<file path="config.mk">
export PLATFORM = sky130hd
export DESIGN_NAME = smdr_front
export DESIGN_NICKNAME = d
export VERILOG_FILES = /design/src/smdr_pkg.sv /design/src/smdr_front.sv
export SDC_FILE = /design/constraint.sdc
export NUM_CORES = 2
export LEC_CHECK = 0
export ABC_AREA = 1
export ABC_CLOCK_PERIOD_IN_PS = 7310
export BUFFER_PORTS_ARGS = -buffer_cell sky130_fd_sc_hd__clkbuf_2
export CORE_MARGIN = 3
export CORE_UTILIZATION = 40
export CTS_CLUSTER_DIAMETER = 100
export DETAILED_ROUTE_END_ITERATION = 10
export REMOVE_ABC_BUFFERS = 1
export SLEW_MARGIN = 20
export SYNTH_ARGS = -nofsm -noshare
export SYNTH_HDL_FRONTEND = slang
export SYNTH_SLANG_ARGS = --single-unit
</file>
<file path="constraint.sdc">
create_clock -name clk -period 7.31 [get_ports clk]
set_input_delay 1.462 -clock clk [delete_from_list [all_inputs] [get_ports clk]]
set_output_delay 1.462 -clock clk [all_outputs]
set_load 0.01 [all_outputs]
</file>
<file path="src/smdr_pkg.sv">
// Package for the rounded signed multiply-divide core.
// Holds the channel item types and the control bundle passed along the pipeline.
// No dependencies.
package smdr_pkg;

  localparam int DATA_BITS = 32;

  typedef struct packed {
    logic signed [DATA_BITS-1:0] multiplicand;
    logic signed [DATA_BITS-1:0] multiplier;
    logic signed [DATA_BITS-1:0] divisor;
  } smdr_op_t;

  typedef struct packed {
    logic signed [DATA_BITS-1:0] quotient;
    logic                        saturated;
  } smdr_res_t;

  // Per-item control that rides along with the data through every stage.
  typedef struct packed {
    logic valid;
    logic bypass;  // a is zero or b equals c: the result is a
    logic neg;     // result sign
    logic ovf;     // quotient magnitude above the positive limit, or zero divisor
  } smdr_ctrl_t;

endpackage

</file>
<file path="src/smdr_front.sv">
// Front end of the multiply-divide pipeline: operand decode, product and rounding add.
// Depends on smdr_pkg.
module smdr_front #(
  parameter int OPERAND_BITS = 32
) (
  input  logic                    clk,
  input  logic                    rst,
  input  logic                    en,
  input  logic                    in_valid,
  input  smdr_pkg::smdr_op_t      op,
  output smdr_pkg::smdr_ctrl_t    ctrl,
  output logic [OPERAND_BITS-1:0] rem,
  output logic [OPERAND_BITS-2:0] dvd,
  output logic [OPERAND_BITS-1:0] dsr,
  output logic [OPERAND_BITS-1:0] aval
);

  localparam int W = OPERAND_BITS;

  logic [W-1:0] a_in, b_in, c_in;
  logic [W-1:0] ma_next, mb_next, mc_next;

  smdr_pkg::smdr_ctrl_t ctrl0, ctrl1, ctrl2_next;
  logic [W-1:0]   a0, ma0, mb0, mc0;
  logic [W-1:0]   a1, mc1;
  logic [2*W-1:0] prod1;
  logic [2*W-2:0] sum_next;

  assign a_in = op.multiplicand[W-1:0];
  assign b_in = op.multiplier[W-1:0];
  assign c_in = op.divisor[W-1:0];

  assign ma_next = a_in[W-1] ? (~a_in + 1'b1) : a_in;
  assign mb_next = b_in[W-1] ? (~b_in + 1'b1) : b_in;
  assign mc_next = c_in[W-1] ? (~c_in + 1'b1) : c_in;

  // Decode stage.
  always_ff @(posedge clk) begin
    if (rst) begin
      ctrl0 <= '0;
    end else if (en) begin
      ctrl0.valid  <= in_valid;
      ctrl0.bypass <= (a_in == '0) || (b_in == c_in);
      ctrl0.neg    <= a_in[W-1] ^ b_in[W-1] ^ c_in[W-1];
      ctrl0.ovf    <= 1'b0;
    end
  end

  always_ff @(posedge clk) begin
    if (en) begin
      a0  <= a_in;
      ma0 <= ma_next;
      mb0 <= mb_next;
      mc0 <= mc_next;
    end
  end

  // Product stage.
  always_ff @(posedge clk) begin
    if (rst) begin
      ctrl1 <= '0;
    end else if (en) begin
      ctrl1 <= ctrl0;
    end
  end

  always_ff @(posedge clk) begin
    if (en) begin
      prod1 <= (2*W)'(ma0) * (2*W)'(mb0);
      a1    <= a0;
      mc1   <= mc0;
    end
  end

  // Rounding add; the product of two magnitudes never exceeds 2^(2W-2).
  assign sum_next = prod1[2*W-2:0] + (2*W-1)'(mc1 >> 1);

  // Quotient fits W-1 bits only when the upper part is below the divisor.
  always_comb begin
    ctrl2_next     = ctrl1;
    ctrl2_next.ovf = (sum_next[2*W-2:W-1] >= mc1);
  end

  always_ff @(posedge clk) begin
    if (rst) begin
      ctrl <= '0;
    end else if (en) begin
      ctrl <= ctrl2_next;
    end
  end

  always_ff @(posedge clk) begin
    if (en) begin
      rem  <= sum_next[2*W-2:W-1];
      dvd  <= sum_next[W-2:0];
      dsr  <= mc1;
      aval <= a1;
    end
  end

endmodule

</file>
# Yosys cells after proc, flatten, opt, wreduce, memory -nomap -nowiden

Cells that the tools add are included.

Add/sub/neg operators: 4
$mul: 1
$lt $le $gt $ge: 1
Eq/ne operators: 1
Multiplexer cells: 3
Bitwise operators: 5
Reductions and logical operators: 2

Operators by type and width:

| cell                    | number |
|---|---|
| $add A32 B1 Y32 const B | 3 |
| $not A32 Y32            | 3 |
| $mux W31                | 3 |
| $add A63 B31 Y63        | 1 |
| $mul A32 B32 Y63        | 1 |
| $eq A32 B32 Y1          | 1 |
| $ge A32 B32 Y1          | 1 |
| $logic_not A32 Y1       | 1 |
| $xor A1 B1 Y1           | 2 |
| $logic_or A1 B1 Y1      | 1 |

Register bits: 392
Bits of input ports: 100
Output and inout port bits: 131
Word-level logic and storage cells: 41

# Depth between registers and ports, before layout

Word-level depth: 3
Mapped depth: 30
Depth with buffers taken out: 29

# Least setup slack after synthesis

Ideal clock, no wire load.

Path type: flip-flop to flip-flop
From: register ma0[17]
To: register prod1[58] (data pin)
Setup time: 253 ps
Arrival time: 6053 ps
Data required time: 7057 ps
Slack: 1004 ps
Stages on the path, launching flop included: 25
Buffers on the path: 1
Period minus slack after synthesis: 6306 ps
Cells stage by stage: edfxtp_1 > clkbuf_1 > nand2_1 > inv_1 > fa_1 > fa_1 > inv_1 > fa_1 > fa_1 > inv_1 > fa_1 > fa_1 > fa_1 > inv_1 > fa_1 > inv_1 > ha_1 > a21oi_1 > o21ai_0 > a21oi_1 > nand3_1 > nand2_1 > nand3_1 > nand2_1 > nand2_1

Word-level cells in the longest chain between the ends: 1

Ends and longest elaborated chain:

| what                   | line             | source |
|---|---|---|
| from (decl)            | smdr_front.sv:24 | `logic [W-1:0] a0, ma0, mb0, mc0;` |
| from (signal assigned) | smdr_front.sv:52 | `ma0 <= ma_next;` |
| $mul A32 B32 Y63       | smdr_front.sv:69 | `prod1 <= (2*W)'(ma0) * (2*W)'(mb0);` |
| to (signal assigned)   | smdr_front.sv:69 |  |
| to (decl)              | smdr_front.sv:26 | `logic [2*W-1:0] prod1;` |

No other way between the ends.
A chain may end at the register's enable or synchronous reset.

# Worst setup path after layout

From: register mb0[12]
To: register prod1[56] (data pin)

Word-level cells in the longest chain between the ends: 1

Ends and longest elaborated chain:

| what                   | line             | source |
|---|---|---|
| from (decl)            | smdr_front.sv:24 |  |
| from (signal assigned) | smdr_front.sv:53 | `mb0 <= mb_next;` |
| $mul A32 B32 Y63       | smdr_front.sv:69 |  |

No other way between the ends.

==> results.sh <==
export IMPL_clkTransAtPathRegs_ps=70
export IMPL_cts_max_level=2
export IMPL_synth_cells=6588
export IMPL_layout_commonest_cell="inv_1"
export IMPL_ff2ff_setup_slack_ps=240
export IMPL_syn_cell_area_sq_um=54510
export IMPL_critPathLaunch="mb0[12]"
export IMPL_worstPathRequired_ps=7650
export IMPL_cp_end_kind="flop"
export IMPL_grt_start_max_net_pins=140
export IMPL_outcome="finished clean"
export IMPL_max_freq_ghz=0.1415
export IMPL_ys_seq_elements=391
export IMPL_drv_cap=0
export IMPL_grt_pass1_vias=43890
export IMPL_die_w_microns=375.2
export IMPL_cts_tree="yes"
export IMPL_cp_arrival_ps=7400
export IMPL_drive_above_1_share_pct=8.928
export IMPL_num_fill_cells=13254
export IMPL_slew_headroom_pct=41.72
export IMPL_antenna_cells=0
export IMPL_setup_viol=0
export IMPL_worstSetupPathType="flop to flop"
export IMPL_finalMaxSlewViolations=0
export IMPL_dr_pass1_iters=8
export IMPL_multi_input_area_sq_um=35050
export IMPL_cts_buffers=46
export IMPL_port_buffers=230
export IMPL_hold_class="flop to flop"
export IMPL_ant_nets=0
export IMPL_antenna_found_initial=3
export IMPL_ys_types=47
export IMPL_fin_crit_ps=7065
export IMPL_synth_edf_count=381
export IMPL_insertion_delay_ps=610
export IMPL_core_area_sq_um=134500
export IMPL_std_cell_rows=134
export IMPL_syn_area_per_cell_sq_um=8.274
export IMPL_ios=231
export IMPL_r2r_start="mb0[12]"
export IMPL_hold_viol_final=0
export IMPL_cts_sinks=391
export IMPL_skew_ps=23.54
export IMPL_routabilityCongestion=0.9587
export IMPL_rsz0062_at_grt="yes"
export IMPL_min_period_over_period_pct=96.65
export IMPL_first_iter_violations=3094
export IMPL_grt_ovfl_total=0
export IMPL_ff_latch_area_sq_um=11640
export IMPL_detail_route_vias_per_cell=4.873
export IMPL_r2r_end="prod1[56]"
export IMPL_initial_core_util_pct=40.54
export IMPL_area_delta_synth_final_pct=11.14
export IMPL_vias=42070
export IMPL_fin_nets=8148
export IMPL_dpl_hpwl_microns=137100
export IMPL_fp_dieH_microns=375.2
export IMPL_async_reset_ff_share_pct=0
export IMPL_cp_start_kind="flop"
export IMPL_cts_path_max_buffers=3
export IMPL_ys_warn_count=0
export IMPL_drt_total_wl_microns=163600
export IMPL_drc=0
export IMPL_ys_flop_type="edfxtp_1"
export IMPL_worstMarginPinSlew_ps=874.2
export IMPL_root_buffer="clkbuf_16"
export IMPL_layout_common_cells="inv_1 (1863), nand2_1 (1788), fa_1 (896), edfxtp_1 (381), ha_1 (323)"
export IMPL_endpoint="prod1[56]"
export IMPL_yosysSeqAreaShare_pct=21.36
export IMPL_drt_wirelength_per_cell_microns=18.94
export IMPL_fin_hold_ws_ps=409.5
export IMPL_crit_fanout=11
export IMPL_die_area_sq_um=140700
export IMPL_grt_usage_pct=23.62
export IMPL_ff2ff_path_depth=23
export IMPL_grt_pass1_wl_microns=257600
per-stage QoR:
stage | area [sq um] | setup TNS, ps | worst slack, ps | instances | utilization, %
final | 60580 | 0 | 244.9 | 8634 | 45.05
after global routing | 60580 | -8.002 | -8.002 | 8634 | 45.05
after CTS | 60430 | 0 | 27.41 | 8619 | 44.94
after detailed placement | 58860 | -42.01 | -42.01 | 8534 | 43.77
after global placement | 58860 | -125.4 | -125.4 | 8534 | 43.77
after floorplan | 53730 | 0 | 824.4 | 6382 | -
sequential cells by signal (all words and copies together), names as in the netlist, 32 cells and up:
name and count:
a0 32, a1 32, aval 32, dsr 32
mb0 32, mc0 32, mc1 32, prod1 63
rem 32
per-layer routing:
layer  GRT usage [%]  up-vias  routed length (microns)
met2           40.63     1220                    79860
li1                -    19637                        -
met3           2.168      222                     8085
met5               0        -                       11
met4           6.195        2                     4879
met1           32.04    20989                    70720
how the worst min path moves through the flow:
stage / startpoint / endpoint / slack [ps] / cells after the start
2_1_floorplan: a0[10] / a1[10] / 400 / 0
3_3_place_gp: a1[12] / aval[12] / 400 / 0
3_5_place_dp: a0[13] / a1[13] / 400 / 0
4_1_cts: mc0[21] / mc1[21] / 400 / 0
5_1_grt: a0[3] / a1[3] / 420 / 0
6_report: mc0[21] / mc1[21] / 410 / 0
synth_stat cells, types with 23 or more instances:
cell type	number	area share, %
inv_1	1863	13
nand2_1	1789	12
fa_1	896	33
edfxtp_1	381	21
ha_1	323	7.4
nor2_1	285	2.0
clkbuf_1	203	1.4
nand3_1	146	1.3
a21oi_1	135	1.2
xor2_1	123	2.0
o21ai_0	89	0.82
nand4_1	54	0.62
xnor2_1	45	0.72
nor3_1	35	0.32
nand2_2	34	0.39
nor2_2	27	0.31
inv_2	23	0.16
final cells by class:
cell class,count,share of cell area (%)
clock buffer,51,1.966
clock inverter,34,0.6134
inverter,1888,11.70
multi-input combinational,4103,57.85
sequential,391,19.22
tap,1768,3.651
timing repair buffer,399,5.002
critical path, stage by stage, from the launching register on:
cell and delay, ps:
edfxtp_1 580, buf_4 240, buf_4 200, nand2_1 70, inv_1 80, fa_1 430
fa_1 490, inv_1 50, fa_1 490, fa_1 430, inv_1 80, fa_1 430
fa_1 560, fa_1 420, fa_1 440, ha_1 380, a21oi_1 280, o21ai_0 220
a21oi_2 260, nand3_2 230, nand2_1 180, nand3_1 80, nand2_1 70, nand2_1 70
cells by family (layout without fill, tap and decap cells):
| family | after synthesis | count (layout) | synth area share, % |
|---|---|---|---|
| flip-flops | 391 | 391 | 21.36 |
| XOR/XNOR | 169 | 169 | 2.729 |
| AO/OA/AOI/OAI | 279 | 279 | 2.828 |
| AND/OR/NAND/NOR | 2436 | 2436 | 18.33 |
| buffers and inverters | 2094 | 2372 | 14.44 |
| adder cells (fa/ha/maj) | 1219 | 1219 | 40.32 |
repair_timing:
action,CTS,global route
hold buffers,0,0
setup endpoints to repair,1,37
setup buffers,0,15
endpoints found under the hold margin,0,0
gates resized for setup,1,15
Power is not shown: default switching activity piles up to over one toggle a cycle in this logic, so the estimate is an artifact.
