[config.mk]
export PLATFORM = sky130hd
export DESIGN_NAME = smdr_cell
export DESIGN_NICKNAME = d
export VERILOG_FILES = /design/src/smdr_pkg.sv /design/src/smdr_cell.sv
export SDC_FILE = /design/constraint.sdc
export NUM_CORES = 1
export LEC_CHECK = 0
export ABC_AREA = 1
export BUFFER_PORTS_ARGS = -buffer_cell sky130_fd_sc_hd__buf_2
export CAP_MARGIN = 20
export CORE_MARGIN = 4
export CORE_UTILIZATION = 49
export DETAILED_ROUTE_END_ITERATION = 12
export PLACE_DENSITY = 0.81
export SLEW_MARGIN = 10
export SYNTH_ARGS = -nofsm -noshare
export SYNTH_HDL_FRONTEND = slang
export SYNTH_SLANG_ARGS = --single-unit
[constraint.sdc]
create_clock -name clk -period 2.4 [get_ports clk]
set_input_delay 0.24 -clock clk [delete_from_list [all_inputs] [get_ports clk]]
set_output_delay 0.24 -clock clk [all_outputs]
set_load 0.01 [all_outputs]
[src/smdr_pkg.sv]
// Package for the rounded signed multiply-divide core.
// Holds the channel item types and the control bundle passed along the pipeline.
// No dependencies.
package smdr_pkg;

  localparam int DATA_BITS = 32;

  typedef struct packed {
    logic signed [DATA_BITS-1:0] multiplicand;
    logic signed [DATA_BITS-1:0] multiplier;
    logic signed [DATA_BITS-1:0] divisor;
  } smdr_op_t;

  typedef struct packed {
    logic signed [DATA_BITS-1:0] quotient;
    logic                        saturated;
  } smdr_res_t;

  // Per-item control that rides along with the data through every stage.
  typedef struct packed {
    logic valid;
    logic bypass;  // a is zero or b equals c: the result is a
    logic neg;     // result sign
    logic ovf;     // quotient magnitude above the positive limit, or zero divisor
  } smdr_ctrl_t;

endpackage

[src/smdr_cell.sv]
// One restoring-division cell: resolves one quotient bit per item and hands on.
// Depends on smdr_pkg.
module smdr_cell #(
  parameter int OPERAND_BITS = 32
) (
  input  logic                    clk,
  input  logic                    rst,
  input  logic                    en,
  input  smdr_pkg::smdr_ctrl_t    ctrl_in,
  input  logic [OPERAND_BITS-1:0] rem_in,
  input  logic [OPERAND_BITS-2:0] dvd_in,
  input  logic [OPERAND_BITS-2:0] quo_in,
  input  logic [OPERAND_BITS-1:0] dsr_in,
  input  logic [OPERAND_BITS-1:0] aval_in,
  output smdr_pkg::smdr_ctrl_t    ctrl_out,
  output logic [OPERAND_BITS-1:0] rem_out,
  output logic [OPERAND_BITS-2:0] dvd_out,
  output logic [OPERAND_BITS-2:0] quo_out,
  output logic [OPERAND_BITS-1:0] dsr_out,
  output logic [OPERAND_BITS-1:0] aval_out
);

  localparam int W = OPERAND_BITS;

  logic [W:0]   trial;
  logic [W:0]   diff;
  logic         qbit;
  logic [W-1:0] rem_next;

  assign trial    = {rem_in, dvd_in[W-2]};
  assign diff     = trial - {1'b0, dsr_in};
  assign qbit     = (trial >= {1'b0, dsr_in});
  assign rem_next = qbit ? diff[W-1:0] : trial[W-1:0];

  always_ff @(posedge clk) begin
    if (rst) begin
      ctrl_out <= '0;
    end else if (en) begin
      ctrl_out <= ctrl_in;
    end
  end

  always_ff @(posedge clk) begin
    if (en) begin
      rem_out  <= rem_next;
      dvd_out  <= {dvd_in[W-3:0], 1'b0};
      quo_out  <= {quo_in[W-3:0], qbit};
      dsr_out  <= dsr_in;
      aval_out <= aval_in;
    end
  end

endmodule

### Word level (Yosys, flattened, before mapping)

Cells that the tools add are included.

| storage, ports and cells | value |
|---|---|
| bits in registers | 161 |
| input port bits | 165 |
| output and inout port bits | 162 |
| logic and storage cells | 12 |

| cells by class | value |
|---|---|
| add/subtract/negate cells | 1 |
| order comparisons | 1 |
| multiplexer cells | 1 |

Operators by type and width:

| cell | count |
|---|---|
| 33-bit by 32-bit greater-or-equal comparator with 1-bit output | 1 |
| 32-bit two-way mux | 1 |
| 32-bit subtractor | 1 |

### Depth between registers and ports, before layout

Gate-level depths: netlist of run 1.

| depth | value |
|---|---|
| depth after elaboration | 2 |
| gate-level depth with buffers | 17 |
| mapped depth without buffers | 15 |

### Worst setup path after synthesis of run 1

OpenSTA, ideal clock, no wires.

| timing path | value |
|---|---|
| path kind | input -> register |
| start point | input dvd_in[30] |
| end point | register rem_out[16], data pin |
| setup time | 0.253 ns |
| arrival | 1.601 ns |
| data required time | 2.147 ns |
| path slack | 0.546 ns |
| stages on the path | 13 |
| buffers on the path | 0 |
| cells stage by stage | inv_1 ha_1 fa_1 inv_1 nand3_1 nand3_1 nand2_1 nand3_1 nand3_1 nand2_1 nand2_1 nand3_1 nand2_1 |

| on the way | value |
|---|---|
| word-level cells in the longest chain between the ends | 2 |
| elaborated cells on any way between the ends | 3 |
| those cells by class | add/sub: 1; order compare: 1; mux: 1 |

RTL lines:

| element | RTL line | source |
|---|---|---|
| start: declaration | smdr_cell.sv:11 | `input logic [OPERAND_BITS-2:0] dvd_in,` |
| 32-bit subtractor or 33-bit by 32-bit greater-or-equal comparator with 1-bit output (tied branches) | smdr_cell.sv:31, smdr_cell.sv:32 |  |
| 32-bit two-way mux (*) | smdr_cell.sv:33 | `assign rem_next = qbit ? diff[W-1:0] : trial[W-1:0];` |
| via rem_next[16] | smdr_cell.sv:28 | `logic [W-1:0] rem_next;` |
| end signal: assignment | smdr_cell.sv:45 | `rem_out <= rem_next;` |
| end: declaration | smdr_cell.sv:16 | `output logic [OPERAND_BITS-1:0] rem_out,` |

Mark *: on every way through the listed nets, which the timed path passes. The rest lies on a longest branch.
A chain may end at the register's enable or synchronous reset.

### Worst setup path in the final report of run 1

| timing path | value |
|---|---|
| start point | input dsr_in[29] |
| end point | register rem_out[17], data pin |

| on the way | value |
|---|---|
| word-level cells in the longest chain between the ends | 2 |

RTL lines:

| element | RTL line | source |
|---|---|---|
| start: declaration | smdr_cell.sv:13 | `input logic [OPERAND_BITS-1:0] dsr_in,` |
| 33-bit by 32-bit greater-or-equal comparator with 1-bit output | smdr_cell.sv:32 | `assign qbit = (trial >= {1'b0, dsr_in});` |
| 32-bit two-way mux | smdr_cell.sv:33 |  |
| via rem_next[17] | smdr_cell.sv:28 |  |

The timed path passes the listed nets, and every way through them passes these cells.

==> flow_summary.json, run 1 <==
{
  "ys_warn_count": 0,
  "busiest_layer": "met2",
  "die_h_um": 135.7,
  "initial_utilization_pct": 50.12,
  "grt_pass1_wl_mm": 38.94,
  "cts.path.max_buffers": 2,
  "finalPower_mw": 7.794,
  "wirelength_mm": 26.55,
  "slew_viol_final": 0,
  "wl_per_cell_um": 17.44,
  "seqPwrFrac_pct": 44.5,
  "switching_share_pct": 29.93,
  "first_iter_violations": 552,
  "met1_usage_pct": 31.92,
  "first_pass_iters": 5,
  "clockPowerShare_pct": 34.6,
  "grt_max_degree": 72,
  "fin_util_pct": 73.49,
  "worstPathCellList": "dlygate4sd3_1 > buf_2 > inv_1 > ha_1 > nand2_1 > nor2_1 > nand2_1 > nor2_1 > nand2_1 > nand3_1 > nor2_4 > nand2_8 > buf_4 > nand3_1 > nand2_1",
  "hold_viol_final": 0,
  "hold_path.class": "input pin to flop",
  "post-route-period-util_pct": 94.82,
  "die_w_um": 135.7,
  "setup_viol": 0,
  "dp_hpwl_mm": 17.84,
  "min_period_ns": 2.276,
  "cp_num_cells": 15,
  "syn_inst": 831,
  "gp_congestion": 0.9215,
  "r2r_cells": 2,
  "core_area_mm2": 0.01594,
  "path_max_fanout": 7,
  "syn_nets": 1029,
  "grtUsageMet3_pct": 5.981,
  "p_leak_nw": 5.859,
  "grt_overflow": 0,
  "cts.sinks": 161,
  "crit_type": "input pin to flop",
  "worst_skew_pair.late_latency_ns": 0.42,
  "vias": 7356,
  "num-nets-final": 1491,
  "ys_types": 29,
  "post-route-drc-count": 0,
  "worstPathRequired_ns": 2.58,
  "htreeDepth": 4,
  "worstPathArrival_ns": 2.45,
  "port_buffers": 324,
  "crit_top_cell": "nand2_1",
  "routed_via_density": 4.830,
  "endpoint_kind": "flop",
  "skew_ns": 0,
  "ios": 327,
  "slowest_delay_ns": 0.53,
  "critPathLaunchType": "input pin",
  "fmax_mhz": 439.4,
  "clock-root-buffer": "clkbuf_16",
  "grt_usage_pct": 27.81,
  "combinationalPowerShare_pct": 20.9,
  "row_count": 46,
  "ir_drop_v": 0.0005087,
  "antenna_found_initial": 1,
  "dieArea_mm2": 0.01841,
  "grt_use_met2_pct": 49.70,
  "power_density_mw_per_mm2": 665.2,
  "ys_ff_latch": 161,
  "cap_violations": 0,
  "clk_pin_slew_worst_paths_ns": 0.07,
  "status": "finished clean",
  "cts-buffers-inserted": 17,
  "critPathBufInv": 4,
  "syn2layout_area_growth_pct": 46.63,
  "p_int_mw": 5.462,
  "switchingPower_mw": 2.332,
  "drive_above_1_share_pct": 31.09,
  "crit_slowest_cell": "dlygate4sd3_1",
  "ant_nets": 0,
  "avgSynthCellArea_um2": 9.615,
  "whs_path_depth": 1,
  "synth-seq-area-share_pct": 60.01,
  "grt_pass1_vias": 7249,
  "synthesis.area_mm2": 0.007990,
  "cts_tree": "built",
  "crit_family": "simple AND/OR/NAND/NOR gates"
}
==> path summary, 6_finish.rpt <==
kind	startpoint	endpoint	slack, ns
worst max register to register	ctrl_out[2]	ctrl_out[2]	1.77
worst min-delay path	dsr_in[22]	dsr_out[22]	0.01
worst max-delay path	dsr_in[29]	rem_out[17]	0.12
worst min register to register	ctrl_out[3]	ctrl_out[3]	0.46
==> worst register-to-register path: stages, from the launching register on <==
cell and delay [ns]:
dfxtp_1 0.33, nand2_1 0.07, a21oi_1 0.16
==> logic make-up (layout without fill, tap and decap cells) <==
group	after synthesis	in the layout	synth area share, %
other	1	2	0.04693
buffers and inverters	163	638	8.315
DFF	161	161	60.01
xor gates and xnor gates	14	14	1.535
adders and majority gates	33	33	5.261
and+or+nand+nor	430	430	22.96
AOI/OAI and AO/OA	29	29	1.879
==> repair_timing <==
action	in CTS	in global routing
hold buffers	115	1
gates resized for setup	0	18
buffers inserted	0	0
endpoints found under the setup margin	0	32
hold endpoints to repair	115	1
==> final cells by class <==
cell class                 count  area, um2
sequential                   161       4795
antenna                        1      2.502
timing repair buffer         451       2904
clock inverter                15      156.4
multi-input combinational    507       2576
inverter                     155      586.8
clock buffer                  17      425.4
tap                          216      270.3
fill                        1104       4227
==> through the flow <==
stage	cells	TNS, ns	hold WS (ns)	worst slack, ns	cell area [um2]
floorplan	831	0	0.3091	0.5463	7990
global placement	1374	0	0.4166	0.1644	9916
detailed placement	1374	0	0.4181	0.1374	9916
CTS	1521	0	0.001055	0.09610	11650
global route	1523	-0.01602	0.01002	-0.01123	11720
finish	1523	0	0.01418	0.1243	11720
==> Yosys cell counts <==
library cell    n  area, um2
nand2_1       306       1149
edfxtp_1      157       4715
inv_1         154      578.1
nand3_1        39      195.2
nor2_1         34      127.6
ha_1           32      400.4
a21oi_1        25      125.1
xor2_1         13      113.9
nand2_2        11      68.82
nand3b_1        9      67.56
and2_1          8      50.05
buf_6           6      67.56
nor2_2          6      37.54
nor3_1          6      30.03
dfxtp_1         4      80.08
nand2_4         3      33.78
nand4_1         3      18.77
nor3_2          2      20.02
o21ai_0         2      10.01
o21bai_1        2      15.01
buf_2           1      5.000
buf_4           1      7.510
conb_1          1      3.750
fa_1            1      20.02
inv_4           1      6.260
nand2_8         1      20.02
nand3_2         1      10.01
or2_2           1      6.260
xnor2_1         1      8.760
==> power by group through the flow <==
stage	sequential (mW)	clock [mW]	combinational (mW)
after global placement	3.50	0	1.39
final	3.47	2.70	1.63
after CTS	3.45	2.71	1.58
after floorplan	3.67	0	0.618
after detailed placement	3.51	0	1.42
after global routing	3.49	2.87	1.78
==> sequential cells by signal, summed over array words and instances (netlist names) <==
signal and flops:
aval_out 32, dsr_out 32, rem_out 32, quo_out 31
dvd_out 30, ctrl_out 4
==> layer usage <==
layer / up-vias / wire length (um)
met5: - / 0
met4: 0 / 1162
met3: 74 / 2179
met2: 372 / 13480
met1: 3334 / 9734
li1: 3576 / -
==> layout by cell type (no fill, tap or decap), drive strengths merged <==
cell type and n:
nand4 3, and2 8, ha 32, o21ai 2, xnor2 1, buf 335, dfxtp 4, xor2 13
inv 165, conb 1, nand3b 9, clkinv 5, fa 1, dlygate4sd3 116, diode 1, o21bai 2
nand3 40, nor3 8, a21oi 25, or2 1, clkbuf 17, nor2 40, nand2 321, edfxtp 157
(Power assumes the default switching activity.)
==> run 2, diff against run 1 <==
- CORE_MARGIN: 4 -> unset
==> flow_summary.json, run 2 (synthesized netlist as in run 1, its figures left out) <==
{
  "die_w_um": 129.7,
  "fmax_mhz": 438.8,
  "worst_skew_pair.late_latency_ns": 0.42,
  "slowest_delay_ns": 0.53,
  "antenna_found_initial": 4,
  "cts.path.max_buffers": 2,
  "gp_congestion": 0.9256,
  "wirelength_mm": 26.05,
  "cts_tree": "built",
  "row_count": 46,
  "hold_path.class": "input pin to flop",
  "r2r_cells": 2,
  "clockPowerShare_pct": 34.7,
  "slew_viol_final": 0,
  "drive_above_1_share_pct": 31.90,
  "fin_setup_tns_ns": 0,
  "post-route-period-util_pct": 94.96,
  "worstPathCellList": "dlygate4sd3_1 > buf_2 > inv_1 > ha_1 > nand2_1 > nor2_1 > nand2_1 > nand3_1 > nand2_1 > nand2_2 > nand2_1 > nand2_1 > nand2_1 > nand3_1 > nand2_1",
  "grt_max_degree": 64,
  "crit_top_cell": "nand2_1",
  "status": "finished clean",
  "htreeDepth": 4,
  "rrSetupSlack_ns": 1.80,
  "routed_via_density": 4.829,
  "worst_slack_ns": 0.1210,
  "vias": 7364,
  "worstPathArrival_ns": 2.46,
  "ir_drop_v": 0.0004802,
  "syn2layout_area_growth_pct": 47.27,
  "switching_share_pct": 30.12,
  "endpoint_kind": "flop",
  "wl_per_cell_um": 17.08,
  "grt_pass1_wl_mm": 37.16,
  "cap_violations": 0,
  "first_iter_violations": 581,
  "post_cts_buffers": 0,
  "dieArea_mm2": 0.01682,
  "whs_path_depth": 1,
  "top_regs": "aval_out x32, dsr_out x32, rem_out x32",
  "worst_slew_pin_slew_ns": 0.6246,
  "hold_viol_final": 0,
  "min_period_ns": 2.279,
  "power_density_mw_per_mm2": 664.9,
  "path_max_fanout": 4,
  "num-nets-final": 1489,
  "port_buffers": 324,
  "skew_ns": 0,
  "initial_utilization_pct": 50.30,
  "first_pass_iters": 5,
  "cp_num_cells": 15,
  "dpl_cell_area_mm2": 0.009936,
  "setup_viol": 0,
  "clk_pin_slew_worst_paths_ns": 0.07,
  "seqPwrFrac_pct": 44.3,
  "cts-buffers-inserted": 17,
  "post-route-drc-count": 0,
  "switchingPower_mw": 2.356,
  "die_h_um": 129.7,
  "final_common_cell": "buf_2",
  "grt_pass1_vias": 7132,
  "slew_headroom_pct": 58.36,
  "dp_hpwl_mm": 16.86,
  "dpl_worst_slack_ns": 0.1405,
  "critPathLaunchType": "input pin",
  "p_leak_nw": 5.856,
  "mostFrequentLayoutCells": "buf_2, nand2_1, edfxtp_1, inv_1, dlygate4sd3_1",
  "ant_nets": 0,
  "cts.sinks": 161,
  "stdcell_area_mm2": 0.01177,
  "core_area_mm2": 0.01589,
  "critPathBufInv": 3,
  "clock-root-buffer": "clkbuf_16",
  "grt_overflow": 0,
  "crit_type": "input pin to flop",
  "crit_family": "simple AND/OR/NAND/NOR gates",
  "combinationalPowerShare_pct": 20.9,
  "grt_usage_pct": 30.25,
  "p_int_mw": 5.468,
  "crit_slowest_cell": "dlygate4sd3_1",
  "worstPathRequired_ns": 2.58,
  "ios": 327
}
-- run 2: power groups by stage --
stage | sequential, mW | combinational [mW] | clock, mW
6_report | 3.47 | 1.64 | 2.72
5_1_grt | 3.49 | 1.79 | 2.86
4_1_cts | 3.45 | 1.57 | 2.71
3_5_place_dp | 3.51 | 1.41 | 0
3_3_place_gp | 3.50 | 1.38 | 0
2_1_floorplan | 3.67 | 0.618 | 0
-- run 2: timing repair --
action	CTS	global route
endpoints found under the hold margin	115	0
resized for setup	0	30
hold buffers	113	0
setup endpoints to repair	0	32
-- run 2: through the flow --
step	total power, mW	utilization (%)	hold slack [ns]	instances
finish	7.824	74.08	0.01602	1525
global route	8.131	74.06	0.0008194	1524
CTS	7.728	73.33	0.001045	1520
detailed placement	4.921	62.55	0.4181	1375
global placement	4.884	62.55	0.4162	1375
floorplan	4.286	-	0.3091	831
-- run 2: final cells by class --
class	instances	area, um2
flip-flops and latches	161	4795
fillers	1128	4118
repair buffers	449	2890
multi-input cells	507	2631
inverters	155	586.8
clock buffers	17	425.4
well taps	216	270.3
clock inverters	15	156.4
diodes	5	12.51
-- run 2: final timing paths --
kind,startpoint,endpoint
worst max-delay path,dsr_in[5],rem_out[30]
worst max register to register,ctrl_out[3],ctrl_out[3]
worst min register to register,ctrl_out[0],ctrl_out[0]
worst min-delay path,dsr_in[13],dsr_out[13]
-- run 2: metal layers --
metal  part of all wire [%]  global-route usage [%]  vias up
met1                     39                   35.28     3364
met5                      0                       0        -
met3                    6.4                   5.371       72
met2                     50                   53.51      347
met4                    4.7                   15.60        0
li1                       -                       -     3581
==> run 3, diff against run 2 <==
- ABC_AREA: 1 -> unset
- BUFFER_PORTS_ARGS: -buffer_cell sky130_fd_sc_hd__buf_2 -> unset
- CORE_AREA: unset -> 2 2 126 128
- CORE_UTILIZATION: 49 -> unset
- DIE_AREA: unset -> 0 0 128 130
- DONT_BUFFER_PORTS: unset -> 1
- GPL_ROUTABILITY_DRIVEN: unset -> 1
- PLACE_DENSITY: 0.81 -> 0.61
==> flow_summary.json, run 3 <==
{
  "clock-root-buffer": "clkbuf_16",
  "routed_via_density": 5.390,
  "ir_drop_v": 0.0004900,
  "synth-seq-area-share_pct": 67.78,
  "cts-buffers-inserted": 17,
  "synth_common_cells": "edfxtp_1, a21oi_1, nor2_1, inv_1, ha_1",
  "ys_ff_latch": 161,
  "synth-edff-count": 157,
  "core_area_mm2": 0.01542,
  "avgSynthCellArea_um2": 13.68,
  "hold_slack_ns": -0.07701,
  "ctsHoldBuffers": 129,
  "top_regs": "aval_out x32, dsr_out x32, rem_out x32",
  "violations": "negative hold slack, negative setup slack",
  "hold_viol_final": 14,
  "final_common_cell": "edfxtp_1",
  "switching_share_pct": 25.71,
  "die_w_um": 128,
  "hold_path.class": "input pin to flop",
  "cts_tree": "built",
  "setup_viol": 11,
  "num-nets-final": 919,
  "worst_skew_pair.late_latency_ns": 0.42,
  "synth_top_area_share_pct": 66.64,
  "mostFrequentLayoutCells": "edfxtp_1, dlygate4sd3_1, buf_4, a21oi_1, nor2_1",
  "dpl_cell_area_mm2": 0.007840,
  "grt_max_degree": 162,
  "endpoint_kind": "flop",
  "syn_nets": 715,
  "cap_violations": 0,
  "seqPwrFrac_pct": 48.8,
  "fillers": 1110,
  "ant_nets": 0,
  "wl_per_cell_um": 20.95,
  "clk_pin_slew_worst_paths_ns": 0.07,
  "clockPowerShare_pct": 36.2,
  "grt_overflow": 0,
  "post-route-period-util_pct": 102.7,
  "slew_viol_final": 0,
  "grt_usage_pct": 22.09,
  "ys_types": 50,
  "p_leak_nw": 3.915,
  "dp_hpwl_mm": 12.51,
  "worstPathRequired_ns": 2.58,
  "synth_area_leader_cell": "edfxtp_1",
  "die_h_um": 130,
  "first_iter_violations": 276,
  "cts.path.max_buffers": 2,
  "p_int_mw": 5.617,
  "ios": 327,
  "fin_setup_tns_ns": -0.4926,
  "port_buffers": 0,
  "dieArea_mm2": 0.01664,
  "yosys-top-cells-area": "edfxtp_1, ha_1, a21oi_1, nor2_1, inv_1",
  "critPathLaunchType": "input pin",
  "ys.flop_type": "edfxtp_1",
  "antennaDiodeCount": 0,
  "wirelength_mm": 19.40,
  "skew_ns": 0,
  "row_count": 46,
  "drive_above_1_share_pct": 22.48,
  "gp_congestion": 0.8463,
  "stdcell_area_mm2": 0.01006,
  "switchingPower_mw": 1.944,
  "htreeDepth": 4,
  "synthesis.area_mm2": 0.007074,
  "synthArstFlopShare_pct": 0,
  "cts.sinks": 161,
  "grt_pass1_vias": 4985,
  "finalPower_mw": 7.560,
  "ys_warn_count": 0,
  "antenna_found_initial": 0,
  "initial_utilization_pct": 45.86,
  "fmax_mhz": 405.7,
  "syn2layout_area_growth_pct": 42.18,
  "vias": 4991,
  "power_density_mw_per_mm2": 751.7,
  "worst_slew_pin_slew_ns": 0.6909,
  "synth_most_common_cell": "edfxtp_1",
  "post-route-drc-count": 0,
  "status": "finished with violations",
  "worstPathArrival_ns": 2.64,
  "combinationalPowerShare_pct": 15.0,
  "worst_slack_ns": -0.06491,
  "path_max_fanout": 2,
  "min_period_ns": 2.465,
  "syn_inst": 517,
  "crit_type": "input pin to flop",
  "slew_headroom_pct": 53.72,
  "first_pass_iters": 4,
  "grt_pass1_wl_mm": 27.37,
  "rsz0062_at_grt": "true",
  "fin_util_pct": 65.21
}
run 3: layer usage:
layer,GRT usage (%),vias to the layer above,part of all wire (%)
li1,-,2324,-
met1,24.48,2409,38
met2,40.01,222,53
met3,7.708,36,7.0
met4,7.111,0,2.2
met5,0,-,0
run 3: critical path, cell delays in order:
cell      delay (ns)
inv_4           0.02
ha_4            0.15
fa_2            0.36
nand2b_4        0.16
a21oi_4         0.15
o21ai_2         0.08
o311a_1         0.39
a31oi_4         0.24
a21oi_4         0.09
o41ai_2         0.37
xor2_1          0.12
mux2_4          0.27
run 3: timing repair:
item | CTS | global route
pin swaps | 6 | 17
gates cloned | 2 | 0
setup endpoints to repair | 24 | 32
resized for setup | 27 | 42
hold endpoints to repair | 285 | 121
buffers inserted | 7 | 6
run 3: cells by family (layout without fill, tap and decap cells):
group,after synthesis,count (layout),synth area share (%)
flip-flops,161,161,67.78
AO/OA/AOI/OAI,119,119,10.35
AND/OR/NAND/NOR,103,103,6.792
buffers and inverters,58,275,3.449
adder cells (fa/ha/maj),33,33,5.943
XOR/XNOR,27,27,3.343
multiplexers,15,15,2.299
other,1,1,0.05301
run 3: area by class of cell:
class | count | area (um2) | area share (%)
clock buffers | 18 | 429.2 | 4.267
clock inverters | 14 | 172.7 | 1.717
inverters | 38 | 187.7 | 1.866
multi-input cells | 298 | 2338 | 23.25
flip-flops and latches | 161 | 4795 | 47.67
well taps | 192 | 240.2 | 2.388
repair buffers | 205 | 1896 | 18.85
run 3: power groups by stage:
stage          Sequential (mW)  Clock [mW]  Combinational, mW
5_1_grt                   3.71        2.90               1.23
3_5_place_dp              3.74           0              0.824
3_3_place_gp              3.75           0              0.810
6_report                  3.69        2.74               1.13
2_1_floorplan             3.68           0              0.582
4_1_cts                   3.69        2.77               1.07
run 3: worst paths after layout:
kind	startpoint	end	slack [ns]	depth (start not counted)
worst min-delay path	en	dsr_out[26]	-0.08	0
worst max register to register	ctrl_out[3]	ctrl_out[3]	1.17	3
worst max-delay path	dvd_in[30]	rem_out[30]	-0.06	12
worst min register to register	ctrl_out[0]	ctrl_out[0]	0.60	2
run 3: per-stage QoR:
stage	setup WS, ns	std cells
CTS	-0.08595	923
finish	-0.06491	926
global placement	-0.5703	753
global route	-0.1792	926
detailed placement	-0.6850	753
floorplan	-0.4943	517
